File: src/design/isort_pkg.sv
// Shared constants and control types for the insertion sort engine.
`timescale 1ns / 1ps

package isort_pkg;

   localparam int DEFAULT_DEPTH      = 16;
   localparam int DEFAULT_DATA_WIDTH = 32;

   // Store write data selection
   localparam logic [1:0] WSEL_INPUT = 2'd0;
   localparam logic [1:0] WSEL_KEY   = 2'd1;
   localparam logic [1:0] WSEL_READ  = 2'd2;

   typedef struct packed {
      logic       wr_en;
      logic [1:0] wr_sel;
      logic       rd_en;
      logic       key_load;
      logic       out_load;
      logic       out_last;
      logic       out_ovf;
   } cmd_type;

   typedef struct packed {
      logic greater;    // store read data > key, signed
      logic out_free;   // output register can take a result this cycle
   } status_type;

endpackage

File: src/design/isort_ram.sv
// Generic simple dual-port RAM with registered read.
`timescale 1ns / 1ps

module isort_ram #(
   parameter int WIDTH = 32,
   parameter int DEPTH = 16
) (
   input  logic                     clock,
   input  logic                     wr_en,
   input  logic [$clog2(DEPTH)-1:0] wr_addr,
   input  logic [WIDTH-1:0]         wr_data,
   input  logic                     rd_en,
   input  logic [$clog2(DEPTH)-1:0] rd_addr,
   output logic [WIDTH-1:0]         rd_data
);

   logic [WIDTH-1:0] mem_ff [DEPTH];
   logic [WIDTH-1:0] rd_data_ff;

   always_ff @(posedge clock) begin
      if (wr_en) begin
         mem_ff[wr_addr] <= wr_data;
      end
      if (rd_en) begin
         rd_data_ff <= mem_ff[rd_addr];
      end
   end

   assign rd_data = rd_data_ff;

endmodule

File: src/design/isort_dp.sv
// Datapath: element store, key register, signed compare and output register.
`timescale 1ns / 1ps

module isort_dp #(
   parameter int DEPTH      = isort_pkg::DEFAULT_DEPTH,
   parameter int DATA_WIDTH = isort_pkg::DEFAULT_DATA_WIDTH
) (
   input  logic                      clock,
   input  logic                      reset,
   input  isort_pkg::cmd_type        cmd,
   input  logic [$clog2(DEPTH)-1:0]  wr_addr,
   input  logic [$clog2(DEPTH)-1:0]  rd_addr,
   input  logic [DATA_WIDTH-1:0]     in_value,
   input  logic                      out_ready,
   output isort_pkg::status_type     status,
   output logic [DATA_WIDTH-1:0]     out_data,
   output logic                      out_last,
   output logic                      out_ovf,
   output logic                      out_valid
);

   logic [DATA_WIDTH-1:0] rd_data;
   logic [DATA_WIDTH-1:0] wr_data;
   logic [DATA_WIDTH-1:0] key_ff, key_in;
   logic [DATA_WIDTH-1:0] out_data_ff, out_data_in;
   logic                  out_last_ff, out_last_in;
   logic                  out_ovf_ff, out_ovf_in;
   logic                  out_valid_ff, out_valid_in;

   isort_ram #(
      .WIDTH (DATA_WIDTH),
      .DEPTH (DEPTH)
   ) u_store (
      .clock   (clock),
      .wr_en   (cmd.wr_en),
      .wr_addr (wr_addr),
      .wr_data (wr_data),
      .rd_en   (cmd.rd_en),
      .rd_addr (rd_addr),
      .rd_data (rd_data)
   );

   always_comb begin
      case (cmd.wr_sel)
         isort_pkg::WSEL_INPUT: wr_data = in_value;
         isort_pkg::WSEL_KEY:   wr_data = key_ff;
         isort_pkg::WSEL_READ:  wr_data = rd_data;
         default:               wr_data = rd_data;
      endcase
   end

   always_comb begin
      key_in       = cmd.key_load ? rd_data : key_ff;
      out_data_in  = out_data_ff;
      out_last_in  = out_last_ff;
      out_ovf_in   = out_ovf_ff;
      out_valid_in = out_valid_ff;
      if (cmd.out_load) begin
         out_data_in  = rd_data;
         out_last_in  = cmd.out_last;
         out_ovf_in   = cmd.out_ovf;
         out_valid_in = 1'b1;
      end else if (out_ready) begin
         out_valid_in = 1'b0;
      end
   end

   always_ff @(posedge clock) begin
      key_ff      <= key_in;
      out_data_ff <= out_data_in;
      out_last_ff <= out_last_in;
      out_ovf_ff  <= out_ovf_in;
      if (reset) begin
         out_valid_ff <= 1'b0;
      end else begin
         out_valid_ff <= out_valid_in;
      end
   end

   assign status.greater  = $signed(rd_data) > $signed(key_ff);
   assign status.out_free = !out_valid_ff || out_ready;
   assign out_data        = out_data_ff;
   assign out_last        = out_last_ff;
   assign out_ovf         = out_ovf_ff;
   assign out_valid       = out_valid_ff;

endmodule

File: src/design/isort_ctrl.sv
// Controller: load, insertion sort and emit sequencing with loop counters.
`timescale 1ns / 1ps

module isort_ctrl #(
   parameter int DEPTH = isort_pkg::DEFAULT_DEPTH
) (
   input  logic                      clock,
   input  logic                      reset,
   input  logic                      in_valid,
   input  logic                      in_last,
   output logic                      in_ready,
   input  isort_pkg::status_type     status,
   output isort_pkg::cmd_type        cmd,
   output logic [$clog2(DEPTH)-1:0]  wr_addr,
   output logic [$clog2(DEPTH)-1:0]  rd_addr
);

   localparam int ADDR_W = $clog2(DEPTH);
   localparam int CNT_W  = $clog2(DEPTH + 1);

   localparam logic [2:0] ST_LOAD     = 3'd0;
   localparam logic [2:0] ST_SORT_I   = 3'd1;
   localparam logic [2:0] ST_KEY      = 3'd2;
   localparam logic [2:0] ST_SCAN     = 3'd3;
   localparam logic [2:0] ST_PLACE0   = 3'd4;
   localparam logic [2:0] ST_EMIT_RD  = 3'd5;
   localparam logic [2:0] ST_EMIT_PUT = 3'd6;

   logic [2:0]        state_ff, state_in;
   logic [CNT_W-1:0]  count_ff, count_in;
   logic [CNT_W-1:0]  i_ff, i_in;
   logic [ADDR_W-1:0] j_ff, j_in;
   logic [ADDR_W-1:0] k_ff, k_in;
   logic              dropped_ff, dropped_in;
   logic              emit_last;

   assign emit_last = (CNT_W'(k_ff) + CNT_W'(1)) == count_ff;

   always_comb begin
      state_in   = state_ff;
      count_in   = count_ff;
      i_in       = i_ff;
      j_in       = j_ff;
      k_in       = k_ff;
      dropped_in = dropped_ff;
      in_ready   = 1'b0;
      cmd        = '0;
      cmd.wr_sel = isort_pkg::WSEL_INPUT;
      wr_addr    = '0;
      rd_addr    = '0;
      case (state_ff)
         ST_LOAD: begin
            in_ready = 1'b1;
            if (in_valid) begin
               if (count_ff < CNT_W'(DEPTH)) begin
                  cmd.wr_en = 1'b1;
                  wr_addr   = count_ff[ADDR_W-1:0];
                  count_in  = count_ff + CNT_W'(1);
               end else begin
                  dropped_in = 1'b1;
               end
               if (in_last) begin
                  i_in     = CNT_W'(1);
                  state_in = ST_SORT_I;
               end
            end
         end
         ST_SORT_I: begin
            if (i_ff >= count_ff) begin
               k_in     = '0;
               state_in = ST_EMIT_RD;
            end else begin
               cmd.rd_en = 1'b1;
               rd_addr   = i_ff[ADDR_W-1:0];
               state_in  = ST_KEY;
            end
         end
         ST_KEY: begin
            cmd.key_load = 1'b1;
            cmd.rd_en    = 1'b1;
            rd_addr      = ADDR_W'(i_ff - CNT_W'(1));
            j_in         = ADDR_W'(i_ff - CNT_W'(1));
            state_in     = ST_SCAN;
         end
         ST_SCAN: begin
            cmd.wr_en = 1'b1;
            wr_addr   = j_ff + ADDR_W'(1);
            if (status.greater) begin
               cmd.wr_sel = isort_pkg::WSEL_READ;
               if (j_ff == '0) begin
                  state_in = ST_PLACE0;
               end else begin
                  j_in      = j_ff - ADDR_W'(1);
                  cmd.rd_en = 1'b1;
                  rd_addr   = j_ff - ADDR_W'(1);
               end
            end else begin
               cmd.wr_sel = isort_pkg::WSEL_KEY;
               i_in       = i_ff + CNT_W'(1);
               state_in   = ST_SORT_I;
            end
         end
         ST_PLACE0: begin
            cmd.wr_en  = 1'b1;
            cmd.wr_sel = isort_pkg::WSEL_KEY;
            wr_addr    = '0;
            i_in       = i_ff + CNT_W'(1);
            state_in   = ST_SORT_I;
         end
         ST_EMIT_RD: begin
            cmd.rd_en = 1'b1;
            rd_addr   = k_ff;
            state_in  = ST_EMIT_PUT;
         end
         ST_EMIT_PUT: begin
            if (status.out_free) begin
               cmd.out_load = 1'b1;
               cmd.out_last = emit_last;
               cmd.out_ovf  = dropped_ff;
               if (emit_last) begin
                  count_in   = '0;
                  dropped_in = 1'b0;
                  state_in   = ST_LOAD;
               end else begin
                  k_in      = k_ff + ADDR_W'(1);
                  cmd.rd_en = 1'b1;
                  rd_addr   = k_ff + ADDR_W'(1);
               end
            end
         end
         default: begin
            state_in = ST_LOAD;
         end
      endcase
   end

   always_ff @(posedge clock) begin
      if (reset) begin
         state_ff   <= ST_LOAD;
         count_ff   <= '0;
         i_ff       <= '0;
         j_ff       <= '0;
         k_ff       <= '0;
         dropped_ff <= 1'b0;
      end else begin
         state_ff   <= state_in;
         count_ff   <= count_in;
         i_ff       <= i_in;
         j_ff       <= j_in;
         k_ff       <= k_in;
         dropped_ff <= dropped_in;
      end
   end

   a_count_bound: assert property (@(posedge clock) disable iff (reset)
      count_ff <= CNT_W'(DEPTH))
      else $error("element count beyond store depth");

   a_scan_below_i: assert property (@(posedge clock) disable iff (reset)
      state_ff == ST_SCAN |-> (CNT_W'(j_ff) < i_ff) && (i_ff < count_ff))
      else $error("scan index out of sorted window");

   a_no_write_emit: assert property (@(posedge clock) disable iff (reset)
      (state_ff == ST_EMIT_RD || state_ff == ST_EMIT_PUT) |-> !cmd.wr_en)
      else $error("store written while emitting");

   a_emit_in_range: assert property (@(posedge clock) disable iff (reset)
      state_ff == ST_EMIT_PUT |-> CNT_W'(k_ff) < count_ff)
      else $error("emit index beyond list length");

endmodule

File: src/design/insertion_sort_engine_core.sv
// Top level of the insertion sort engine.
`timescale 1ns / 1ps

// Collects a list of signed values, one per input transfer, into a store of
// DEPTH entries; the transfer with tlast closes the list. Elements beyond DEPTH
// are dropped and every result of that list carries the overflow flag in tuser.
// The list is sorted ascending and stable, then sent out with tlast on the final
// result. Loading takes one element per cycle. Sorting runs on the store's one
// read and one write port and makes at most n(n-1)/2 element moves for n
// elements. Input is not accepted while a list sorts or is sent out.
module insertion_sort_engine_core #(
   parameter int DEPTH      = isort_pkg::DEFAULT_DEPTH,
   parameter int DATA_WIDTH = isort_pkg::DEFAULT_DATA_WIDTH,
   localparam int TDATA_W   = ((DATA_WIDTH + 7) / 8) * 8
) (
   input  logic               clock,
   input  logic               reset,
   input  logic               req_tvalid,
   output logic               req_tready,
   input  logic [TDATA_W-1:0] req_tdata,   // value
   input  logic               req_tlast,
   output logic               rsp_tvalid,
   input  logic               rsp_tready,
   output logic [TDATA_W-1:0] rsp_tdata,   // sorted_value
   output logic               rsp_tlast,
   output logic [0:0]         rsp_tuser    // overflow
);

   isort_pkg::cmd_type             cmd;
   isort_pkg::status_type          status;
   logic [$clog2(DEPTH)-1:0]       wr_addr;
   logic [$clog2(DEPTH)-1:0]       rd_addr;
   logic [DATA_WIDTH-1:0]          out_data;
   logic                           out_ovf;

   isort_ctrl #(
      .DEPTH (DEPTH)
   ) u_ctrl (
      .clock    (clock),
      .reset    (reset),
      .in_valid (req_tvalid),
      .in_last  (req_tlast),
      .in_ready (req_tready),
      .status   (status),
      .cmd      (cmd),
      .wr_addr  (wr_addr),
      .rd_addr  (rd_addr)
   );

   isort_dp #(
      .DEPTH      (DEPTH),
      .DATA_WIDTH (DATA_WIDTH)
   ) u_dp (
      .clock     (clock),
      .reset     (reset),
      .cmd       (cmd),
      .wr_addr   (wr_addr),
      .rd_addr   (rd_addr),
      .in_value  (req_tdata[DATA_WIDTH-1:0]),
      .out_ready (rsp_tready),
      .status    (status),
      .out_data  (out_data),
      .out_last  (rsp_tlast),
      .out_ovf   (out_ovf),
      .out_valid (rsp_tvalid)
   );

   assign rsp_tdata    = TDATA_W'(out_data);
   assign rsp_tuser[0] = out_ovf;

endmodule

File: config.mk
export PLATFORM = sky130hd
export DESIGN_NAME = insertion_sort_engine_core
export DESIGN_NICKNAME = d
export VERILOG_FILES = /design/src/design/isort_pkg.sv /design/src/design/isort_ram.sv /design/src/design/isort_dp.sv /design/src/design/isort_ctrl.sv /design/src/design/insertion_sort_engine_core.sv
export SDC_FILE = /design/constraint.sdc
export NUM_CORES = 1
export LEC_CHECK = 0
export ABC_AREA = 1
export CAP_MARGIN = 20
export CORE_ASPECT_RATIO = 1.25
export CORE_MARGIN = 4
export CORE_UTILIZATION = 37
export DETAILED_ROUTE_END_ITERATION = 10
export DONT_BUFFER_PORTS = 1
export PLACE_DENSITY = 0.65
export RECOVER_POWER = 25
export SYNTH_ARGS = -nofsm -noshare
export SYNTH_HDL_FRONTEND = slang
export SYNTH_SLANG_ARGS = --single-unit
File: constraint.sdc
create_clock -name clock -period 4.2 [get_ports clock]
set_input_delay 0.84 -clock clock [delete_from_list [all_inputs] [get_ports clock]]
set_output_delay 0.84 -clock clock [all_outputs]
set_load 0.01 [all_outputs]
==> results.py, run 1 <==
metrics = {
    "timing": {
        "finalWorstSetupSlack_ns": 0.2674,
        "hold_violations": 0,
        "rsz0062_at_grt": "no",
        "post-route-period-util_pct": 93.63,
        "tightest_slew_ns": 1.777,
        "setup_viol": 0,
        "period_needed_ns": 3.933,
        "holdWs_ns": 0.2924,
        "clock.fmax_mhz": 254.3,
        "fin_setup_tns_ns": 0,
        "relSlewSlack_pct": -18.44,
        "report.final.slew_viol_count": 26,
        "fin_skew_ns": 0.02881,
    },
    "pwr": {
        "power.density_mw_per_mm2": 446.6,
        "vdd_drop_max_v": 0.0003014,
        "p_leak_nw": 12.59,
    },
    "min_path": {
        "min_path_type": "primary input to flip-flop",
    },
    "clock_tree": {
        "cts_root_buf": "clkbuf_16",
        "clk_pin_slew_ns": 0.07,
        "numClockSinks": 633,
        "cts_made_buffers": 54,
        "cts_max_level": 2,
        "cts_setup_buffers": 0,
        "clk_latency_ns": 0.62,
        "cts_tree": "yes",
        "cts_buffer_depth": 3,
    },
    "die": {
        "pin_count": 73,
        "die-area_sq_mm": 0.08148,
        "die-height_um": 318.2,
        "coreArea_sq_mm": 0.07621,
        "start_util_pct": 37.36,
        "die_x_um": 256.1,
        "num_rows": 113,
    },
    "synth": {
        "synth_fp_nets": 2731,
        "netlist_top_cells_area": "edfxtp_1 64%, nand3_1 11%, nand2_1 6.1%, inv_1 5.8%, nand3b_1 2.6%",
        "yosysTopAreaCellShare_pct": 64.33,
        "syn_inst": 2651,
        "ys_seq_elements": 633,
        "yosysTopAreaCell": "edfxtp_1",
        "synth_warnings": 0,
        "ys.flop_type": "edfxtp_1",
        "synth-seq-area-share_pct": 65.95,
        "synth_cell_type_count": 43,
        "async_flop_share_pct": 0,
        "synthesis.area_sq_mm": 0.02847,
        "avgSynthCellArea_sq_um": 10.74,
        "synth_edf_count": 610,
    },
    "global_route": {
        "grt_max_degree": 100,
        "antenna_found_initial": 0,
        "grt_pass1_wl_mm": 113.1,
        "grt_pass1_vias": 18600,
        "overflow": 0,
        "track_usage_pct": 17.76,
    },
    "job": {
        "drv_cap": 1,
    },
    "setup_path": {
        "path_common_cell": "nor2_1",
        "slowest_stage": "nor2_1",
        "crit_arrival_ns": 4.25,
        "path_cells": "nor2_1, inv_1, nor2_1, inv_1, nor2_1, inv_1, nor2_1, inv_1, o21ai_0, nand2_1, nor2_1, buf_4",
        "end_kind": "flip-flop",
        "critPathMaxFanout": 8,
        "criticalPathCategory": "flip-flop to flip-flop",
        "cp-start-kind": "flip-flop",
        "crit_required_ns": 4.52,
        "crit_path_max_incr_delay_ns": 1.06,
    },
    "layout": {
        "syn2layout_area_growth_pct": 11.81,
        "fin_cells": 3674,
        "finish.utilization_pct": 41.78,
        "fin_nets": 2736,
        "final_common_cell": "nand3_1",
        "mostFrequentLayoutCells": "629 x nand3_1, 610 x edfxtp_1, 467 x nand2_1",
        "drive_gt1_share_pct": 7.156,
        "antennaDiodeCount": 0,
    },
    "placed_design": {
        "placed_cells": 3577,
        "routabilityCongestion": 0.8474,
        "hpwlAfterDp_mm": 42.32,
        "place_ws_ns": 0.1503,
        "port_buffers": 0,
    },
    "route": {
        "vias": 19260,
        "drt_pass1_iterations": 7,
        "ant_nets": 0,
        "drt-initial-drc-count": 1750,
        "via_per_inst": 5.243,
        "post_drt_wl_per_cell_um": 20.17,
        "drc": 0,
        "drt_wl_total_mm": 74.09,
    },
    "outcome": {
        "status": "finished with violations",
        "violations": "max-capacitance violations, max-slew violations",
    },
}
[synthesized netlist by cell type (2+ instances only)]
library cell and count:
a211oi_1 4, inv_1 439, a21oi_1 36, a22oi_1 33
xor2_1 6, or2_2 2, ha_1 43, xnor2_1 3
nand2_1 466, o21ai_0 14, o22ai_1 2, nand4_1 7
inv_2 4, nor3b_1 3, dfxtp_1 23, nor2_1 48
o31ai_1 2, o21ai_1 3, nor3_1 9, edfxtp_1 610
nand2_2 3, nand3b_1 97, nand3_1 630, o21a_1 2
nor2_2 3, clkbuf_1 20, buf_1 7, buf_4 13
buf_2 104, buf_6 2
[timing repair]
action                                  CTS  global route
resized for setup                         0             2
endpoints found under the setup margin    0            12
hold buffers                              0             0
[final timing paths]
kind | startpoint | end | slack (ns) | cells after the start
min reg2reg | u_ctrl.count_ff[3] | u_ctrl.count_ff[4] | 0.47 | 2
max | u_ctrl.state_ff[0] | u_dp.u_store.mem_ff[15][26] | 0.27 | 12
max reg2reg | u_ctrl.state_ff[0] | u_dp.u_store.mem_ff[15][26] | 0.27 | 12
min | reset | u_ctrl.k_ff[0] | 0.29 | 1
[flip-flops by register name (all words and copies together), names as in the netlist]
signal	count
u_dp.out_data	32
u_ctrl.dropped_ff	1
u_ctrl.count_ff	5
u_ctrl.k_ff	4
u_dp.out_valid	1
u_dp.u_store.mem_ff	512
u_ctrl.state_ff	3
u_ctrl.i_ff	5
u_dp.u_store.rd_data	32
u_dp.key_ff	32
u_dp.out_ovf	1
u_dp.out_last	1
u_ctrl.j_ff	4
[cell families (layout without fill, tap and decap cells)]
| family | count (synthesis) | after routing | synth area share, % |
|---|---|---|---|
| AOI/OAI and AO/OA | 103 | 103 | 2.263 |
| xor gates and xnor gates | 10 | 10 | 0.3340 |
| adders and majority gates | 43 | 43 | 1.890 |
| buffers and inverters | 590 | 636 | 8.459 |
| DFF | 633 | 633 | 65.95 |
| and+or+nand+nor | 1272 | 1272 | 21.11 |
[worst max-delay path: cells and delay by family (launching register included)]
kind                   cells  cell delay [ns]
and+or+nand+nor            6             2.08
buffers and inverters      5             0.80
AOI/OAI and AO/OA          1             0.41
DFF                        1             0.36
[layer usage]
layer	track usage (%)	routed length, um
met1	22.63	29330
met2	30.87	36590
met4	6.450	2582
met3	2.569	5587
met5	0	0
[report_power, final]
part | switching [mW] | internal (mW)
Clock | 2.24 | 2.63
Combinational | 1.33 | 0.590
Sequential | 0.113 | 7.31
[cell type report]
| class | count | area [sq um] |
|---|---|---|
| Timing Repair Buffer | 95 | 1061 |
| Clock buffer | 62 | 1403 |
| Multi-Input combinational cell | 1428 | 7435 |
| Tap cell | 977 | 1222 |
| Fill cell | 7060 | 44370 |
| Clock inverter | 35 | 271.5 |
| Inverter | 444 | 1667 |
| Sequential cell | 633 | 18780 |
[stage by stage]
step,cell area [sq um],power (mW)
after global placement,30310,9.453
after floorplan,28480,8.760
after detailed placement,30310,9.479
after global routing,31840,14.77
final,31840,14.22
after CTS,31980,14.29
No activity file was read; power rests on OpenSTA's default activity.
==> run 2, diff against run 1 <==
--- a/config.mk
+++ b/config.mk
@@ -13,7 +13,7 @@
 export DETAILED_ROUTE_END_ITERATION = 10
 export DONT_BUFFER_PORTS = 1
 export PLACE_DENSITY = 0.65
-export RECOVER_POWER = 25
+export REMOVE_ABC_BUFFERS = 1
 export SYNTH_ARGS = -nofsm -noshare
 export SYNTH_HDL_FRONTEND = slang
 export SYNTH_SLANG_ARGS = --single-unit
==> run 2 against run 1 <==
The run now ends clean. Total power is 3.7% higher. Critical path depth increased by 3. Sequential cell count unchanged. Worst setup slack improved by 0.11 ns. Largest power group unchanged. Clock power up 11%. Cell area up 0.78%. Worst hold slack worse by 0.019 ns. Largest cell class unchanged. Die area unchanged. Global-route usage increased by 0.88 points. Sequential share of layout area is 0.46 points lower. Routed wire length up 5.5%.
==> results.py, run 2 (synthesis results as in run 1) <==
metrics = {
    "layout": {
        "syn2layout_area_growth_pct": 12.68,
        "finalInstanceArea_sq_mm": 0.03208,
        "top_register": "u_dp.u_store.mem_ff",
        "fillers": 6923,
        "mostFrequentLayoutCells": "629 x nand3_1, 610 x edfxtp_1, 465 x nand2_1",
        "finish.utilization_pct": 42.10,
        "drive_gt1_share_pct": 7.906,
        "largest_reg_flops": 512,
        "final_common_cell": "nand3_1",
        "fin_nets": 2727,
    },
    "timing": {
        "finalWorstSetupSlack_ns": 0.3795,
        "fin_skew_ns": 0.01729,
        "relSlewSlack_pct": 42.94,
        "hold_violations": 0,
        "tightest_slew_ns": 0.8539,
        "clock.fmax_mhz": 261.7,
        "post-route-period-util_pct": 90.96,
        "rsz0062_at_grt": "no",
        "report.final.slew_viol_count": 0,
        "period_needed_ns": 3.820,
        "setup_viol": 0,
    },
    "outcome": {
        "status": "complete, no violations",
    },
    "route": {
        "via_per_inst": 5.303,
        "met1_length_mm": 31.07,
        "wl_met2_mm": 38.12,
        "drt-initial-drc-count": 1986,
        "vias": 19490,
        "drc": 0,
        "drt_pass1_iterations": 9,
        "wl_met3_mm": 5.802,
        "ant_nets": 0,
        "post_drt_wl_per_cell_um": 21.27,
        "drt_wl_total_mm": 78.17,
        "top_layer_used": "met5",
    },
    "setup_path": {
        "crit_buf_inv": 1,
        "crit_arrival_ns": 4.21,
        "cp-start-kind": "flip-flop",
        "path_cells": "ha_1, a21oi_1, o21a_1, nand2_1, a21oi_1, a21oi_1, nor2_4, nand3_4, nand2_8, buf_12, nand2_1, nand3_1, nand3_1, nand3_1, nand2_1",
        "critPathTopFamily": "simple AND/OR/NAND/NOR gates",
        "end_kind": "flip-flop",
        "crit_path_max_incr_delay_ns": 0.54,
        "slowest_stage": "edfxtp_1",
        "critPathMaxFanout": 52,
        "criticalPathCategory": "flip-flop to flip-flop",
        "crit_required_ns": 4.59,
    },
    "die": {
        "start_util_pct": 37.36,
        "die_x_um": 256.1,
        "coreArea_sq_mm": 0.07621,
        "pin_count": 73,
        "die-area_sq_mm": 0.08148,
        "die-height_um": 318.2,
        "num_rows": 113,
    },
    "clock_tree": {
        "cts_max_level": 2,
        "cts_made_buffers": 58,
        "numClockSinks": 633,
        "cts_setup_buffers": 0,
        "clk_pin_slew_ns": 0.07,
        "cts_tree": "yes",
        "cts_buffer_depth": 3,
        "cts_hold_buf": 0,
        "cts_root_buf": "clkbuf_16",
        "clk_latency_ns": 0.63,
        "post_cts_resized": 0,
    },
    "job": {
        "drv_cap": 0,
    },
    "placed_design": {
        "port_buffers": 0,
        "place_ws_ns": 0.3978,
        "place_area_sq_mm": 0.03015,
        "hpwlAfterDp_mm": 43.05,
        "routabilityCongestion": 0.8183,
    },
    "global_route": {
        "grt_max_degree": 122,
        "overflow": 0,
        "grt_pass1_wl_mm": 116.6,
        "grt_pass1_vias": 18680,
        "track_usage_pct": 18.64,
        "antenna_found_initial": 4,
    },
    "pwr": {
        "power.density_mw_per_mm2": 459.5,
        "p_leak_nw": 12.67,
        "vdd_drop_max_v": 0.0003146,
    },
    "min_path": {
        "min_path_type": "primary input to flip-flop",
    },
}
-- run 2: final timing paths --
check | start | end | slack, ns | depth (start not counted)
worst min register to register | u_ctrl.count_ff[3] | u_ctrl.count_ff[4] | 0.46 | 2
worst max-delay path | u_dp.u_store.rd_data[21] | u_dp.u_store.rd_data[30] | 0.38 | 15
worst max register to register | u_dp.u_store.rd_data[21] | u_dp.u_store.rd_data[30] | 0.38 | 15
worst min-delay path | reset | u_ctrl.k_ff[0] | 0.27 | 1
-- run 2: where the power goes --
part	internal, mW	switching [mW]	leakage [nW]
clock	3.06	2.35	0.949
sequential	7.31	0.118	5.70
combinational	0.589	1.32	6.02
-- run 2: stage by stage --
stage	hold WS, ns	TNS [ns]	power (mW)	cells
after floorplan	0.4362	-275.04	8.731	2505
after global placement	0.4550	0	9.432	3564
after detailed placement	0.4595	0	9.461	3564
after CTS	0.2360	0	14.83	3671
after global routing	0.2518	0	15.29	3671
final	0.2738	0	14.74	3675
-- run 2: worst register-to-register path, delay by kind of cell (launching register included) --
kind | cells | cell delay [ns]
flip-flops | 1 | 0.54
adder cells (fa/ha/maj) | 1 | 0.36
AND/OR/NAND/NOR | 9 | 1.39
buffers and inverters | 1 | 0.31
AO/OA/AOI/OAI | 4 | 1.01
-- run 2: layout make-up --
class                   instances  area, sq um  share of cell area (%)
diodes                          4        10.01                 0.03120
clock buffers                  65         1541                   4.804
clock inverters                42        382.9                   1.193
inverters                     444         1667                   5.194
multi-input cells            1428         7505                   23.39
flip-flops and latches        633        18780                   58.53
well taps                     977         1222                   3.810
repair buffers                 82        978.4                   3.050
-- run 2: per-layer routing --
metal	global-route usage, %	vias up
met1	23.16	9521
met2	31.74	765
met4	7.804	2
li1	-	8997
met5	0	-
met3	3.810	202
==> run 3, diff against run 2 <==
--- a/config.mk
+++ b/config.mk
@@ -9,10 +9,10 @@
 export CAP_MARGIN = 20
 export CORE_ASPECT_RATIO = 1.25
 export CORE_MARGIN = 4
-export CORE_UTILIZATION = 37
+export CORE_UTILIZATION = 35
 export DETAILED_ROUTE_END_ITERATION = 10
 export DONT_BUFFER_PORTS = 1
-export PLACE_DENSITY = 0.65
+export PLACE_DENSITY = 0.63
 export REMOVE_ABC_BUFFERS = 1
 export SYNTH_ARGS = -nofsm -noshare
 export SYNTH_HDL_FRONTEND = slang
==> constraint.sdc (replaced) <==
create_clock -name clock -period 4.2 [get_ports clock]
set_input_delay 0.84 -clock clock [delete_from_list [all_inputs] [get_ports clock]]
set_output_delay 0.84 -clock clock [all_outputs]
set_load 0.05 [all_outputs]
==> run 3 against run 2 <==
Critical path depth up 1. First-iteration DRC count up 6.1%. Routed wire length up 1.9%. Global-route usage down 0.65 points. Total power up 1.0%. Largest power group unchanged. Clock skew up 0.0094 ns. Worst hold slack worse by 0.0026 ns. Core utilization down 2.2 points.
==> results.py, run 3 (synthesis results as in run 1) <==
metrics = {
    "route": {
        "vias": 19450,
        "drc": 0,
        "drt_pass1_iterations": 5,
        "drt_wl_total_mm": 79.68,
        "ant_nets": 0,
        "via_per_inst": 5.189,
        "drt-initial-drc-count": 2107,
        "post_drt_wl_per_cell_um": 21.25,
    },
    "pwr": {
        "p_leak_nw": 12.58,
        "vdd_drop_max_v": 0.0003073,
        "finalPower_mw": 14.89,
        "power.density_mw_per_mm2": 464.7,
    },
    "die": {
        "coreArea_sq_mm": 0.08041,
        "start_util_pct": 35.41,
        "die-height_um": 326.9,
        "die_x_um": 263.1,
        "pin_count": 73,
        "num_rows": 116,
        "die-area_sq_mm": 0.08601,
    },
    "layout": {
        "largest_reg_flops": 512,
        "final_common_cell": "nand3_1",
        "fin_cells": 3749,
        "fin_nets": 2711,
        "finish.utilization_pct": 39.85,
        "top_register": "u_dp.u_store.mem_ff",
        "drive_gt1_share_pct": 7.351,
        "mostFrequentLayoutCells": "629 x nand3_1, 610 x edfxtp_1, 465 x nand2_1",
        "syn2layout_area_growth_pct": 12.54,
    },
    "setup_path": {
        "crit_required_ns": 4.58,
        "end_kind": "flip-flop",
        "cp-start-kind": "flip-flop",
        "slowest_stage": "ha_1",
        "critPathMaxFanout": 94,
        "crit_buf_inv": 2,
        "crit_arrival_ns": 4.28,
        "path_cells": "ha_1, nand2_1, nor2_1, nand2_1, nor2_1, nand2_1, a21oi_1, nor2_4, nand3_4, buf_12, buf_4, nand3_1, nand3_1, nand3_1, nand3_1, nand2_1",
        "criticalPathCategory": "flip-flop to flip-flop",
        "crit_path_max_incr_delay_ns": 0.50,
        "critPathTopFamily": "simple AND/OR/NAND/NOR gates",
    },
    "timing": {
        "report.final.slew_viol_count": 0,
        "relSlewSlack_pct": 30.17,
        "post-route-period-util_pct": 92.89,
        "fin_skew_ns": 0.02672,
        "setup_viol": 0,
        "hold_violations": 0,
        "tightest_slew_ns": 1.046,
        "period_needed_ns": 3.901,
        "clock.fmax_mhz": 256.3,
        "fin_setup_tns_ns": 0,
        "rsz0062_at_grt": "no",
    },
    "global_route": {
        "grt_max_degree": 100,
        "track_usage_pct": 17.98,
        "overflow": 0,
        "grt_pass1_wl_mm": 118.3,
        "antenna_found_initial": 10,
        "grt_pass1_vias": 18380,
    },
    "clock_tree": {
        "cts_tree": "yes",
        "post_cts_resized": 0,
        "cts_max_level": 2,
        "cts_root_buf": "clkbuf_16",
        "cts_setup_buffers": 0,
        "clk_pin_slew_ns": 0.07,
        "numClockSinks": 633,
        "cts_buffer_depth": 3,
        "cts_made_buffers": 58,
        "clk_latency_ns": 0.64,
        "cts_hold_buf": 0,
    },
    "placed_design": {
        "routabilityCongestion": 0.8213,
        "placed_cells": 3633,
        "port_buffers": 0,
        "hpwlAfterDp_mm": 43.89,
    },
    "min_path": {
        "min_path_type": "primary input to flip-flop",
    },
    "outcome": {
        "status": "complete, no violations",
    },
    "job": {
        "drv_cap": 0,
    },
}
## run 3: changes by cell type in the layout (fill, tap and decap cells not counted), sizes merged
| cell | previous run | this run |
|---|---|---|
| buf | 82 | 66 |
| diode | 4 | 7 |
| bufinv | 7 | 11 |
| clkinv | 31 | 22 |
| clkbuf | 65 | 70 |
| inv | 445 | 447 |
## run 3: worst register-to-register path, cell delays in order (launching register included)
cell,delay (ns)
edfxtp_1,0.48
ha_1,0.50
nand2_1,0.12
nor2_1,0.25
nand2_1,0.19
nor2_1,0.23
nand2_1,0.10
a21oi_1,0.26
nor2_4,0.12
nand3_4,0.12
buf_12,0.42
buf_4,0.41
nand3_1,0.11
nand3_1,0.10
nand3_1,0.08
nand3_1,0.10
nand2_1,0.07
## run 3: layout make-up
type                    instances  area (sq um)
multi-input cells            1428          7505
diodes                          7         17.52
flip-flops and latches        633         18780
fillers                      7665         48360
repair buffers                 66         758.2
clock inverters                39         494.2
clock buffers                  70          1496
well taps                    1062          1329
inverters                     444          1667
## run 3: metal layers
metal	wire [um]	vias up	global-route usage (%)
met2	38300	853	29.93
li1	-	8986	-
met5	44	-	0
met1	31920	9445	23.57
met3	6870	163	3.598
met4	2542	6	6.294
## run 3: worst paths after layout
path	endpoint	slack, ns	cells after the start	start
hold / removal	u_ctrl.j_ff[0]	0.27	1	reset
setup reg to reg	u_dp.u_store.rd_data[25]	0.30	16	u_dp.u_store.rd_data[31]
hold reg to reg	u_ctrl.dropped_ff	0.46	2	u_ctrl.dropped_ff
setup / recovery	u_dp.u_store.rd_data[25]	0.30	16	u_dp.u_store.rd_data[31]
## run 3: report_power, final
part           internal [mW]  leakage, nW  switching (mW)
Sequential              7.31         5.70           0.131
Clock                   3.22        0.969            2.36
Combinational          0.548         5.91            1.31
## run 3: through the flow
| step | setup slack (ns) | hold slack, ns | instance area, sq um |
|---|---|---|---|
| after floorplan | -7.034 | 0.4362 | 27730 |
| after global placement | 0.3872 | 0.4518 | 30040 |
| after detailed placement | 0.3372 | 0.4597 | 30040 |
| after CTS | 0.3340 | 0.2318 | 32030 |
| after global routing | 0.09124 | 0.2459 | 32030 |
| final | 0.2987 | 0.2713 | 32040 |
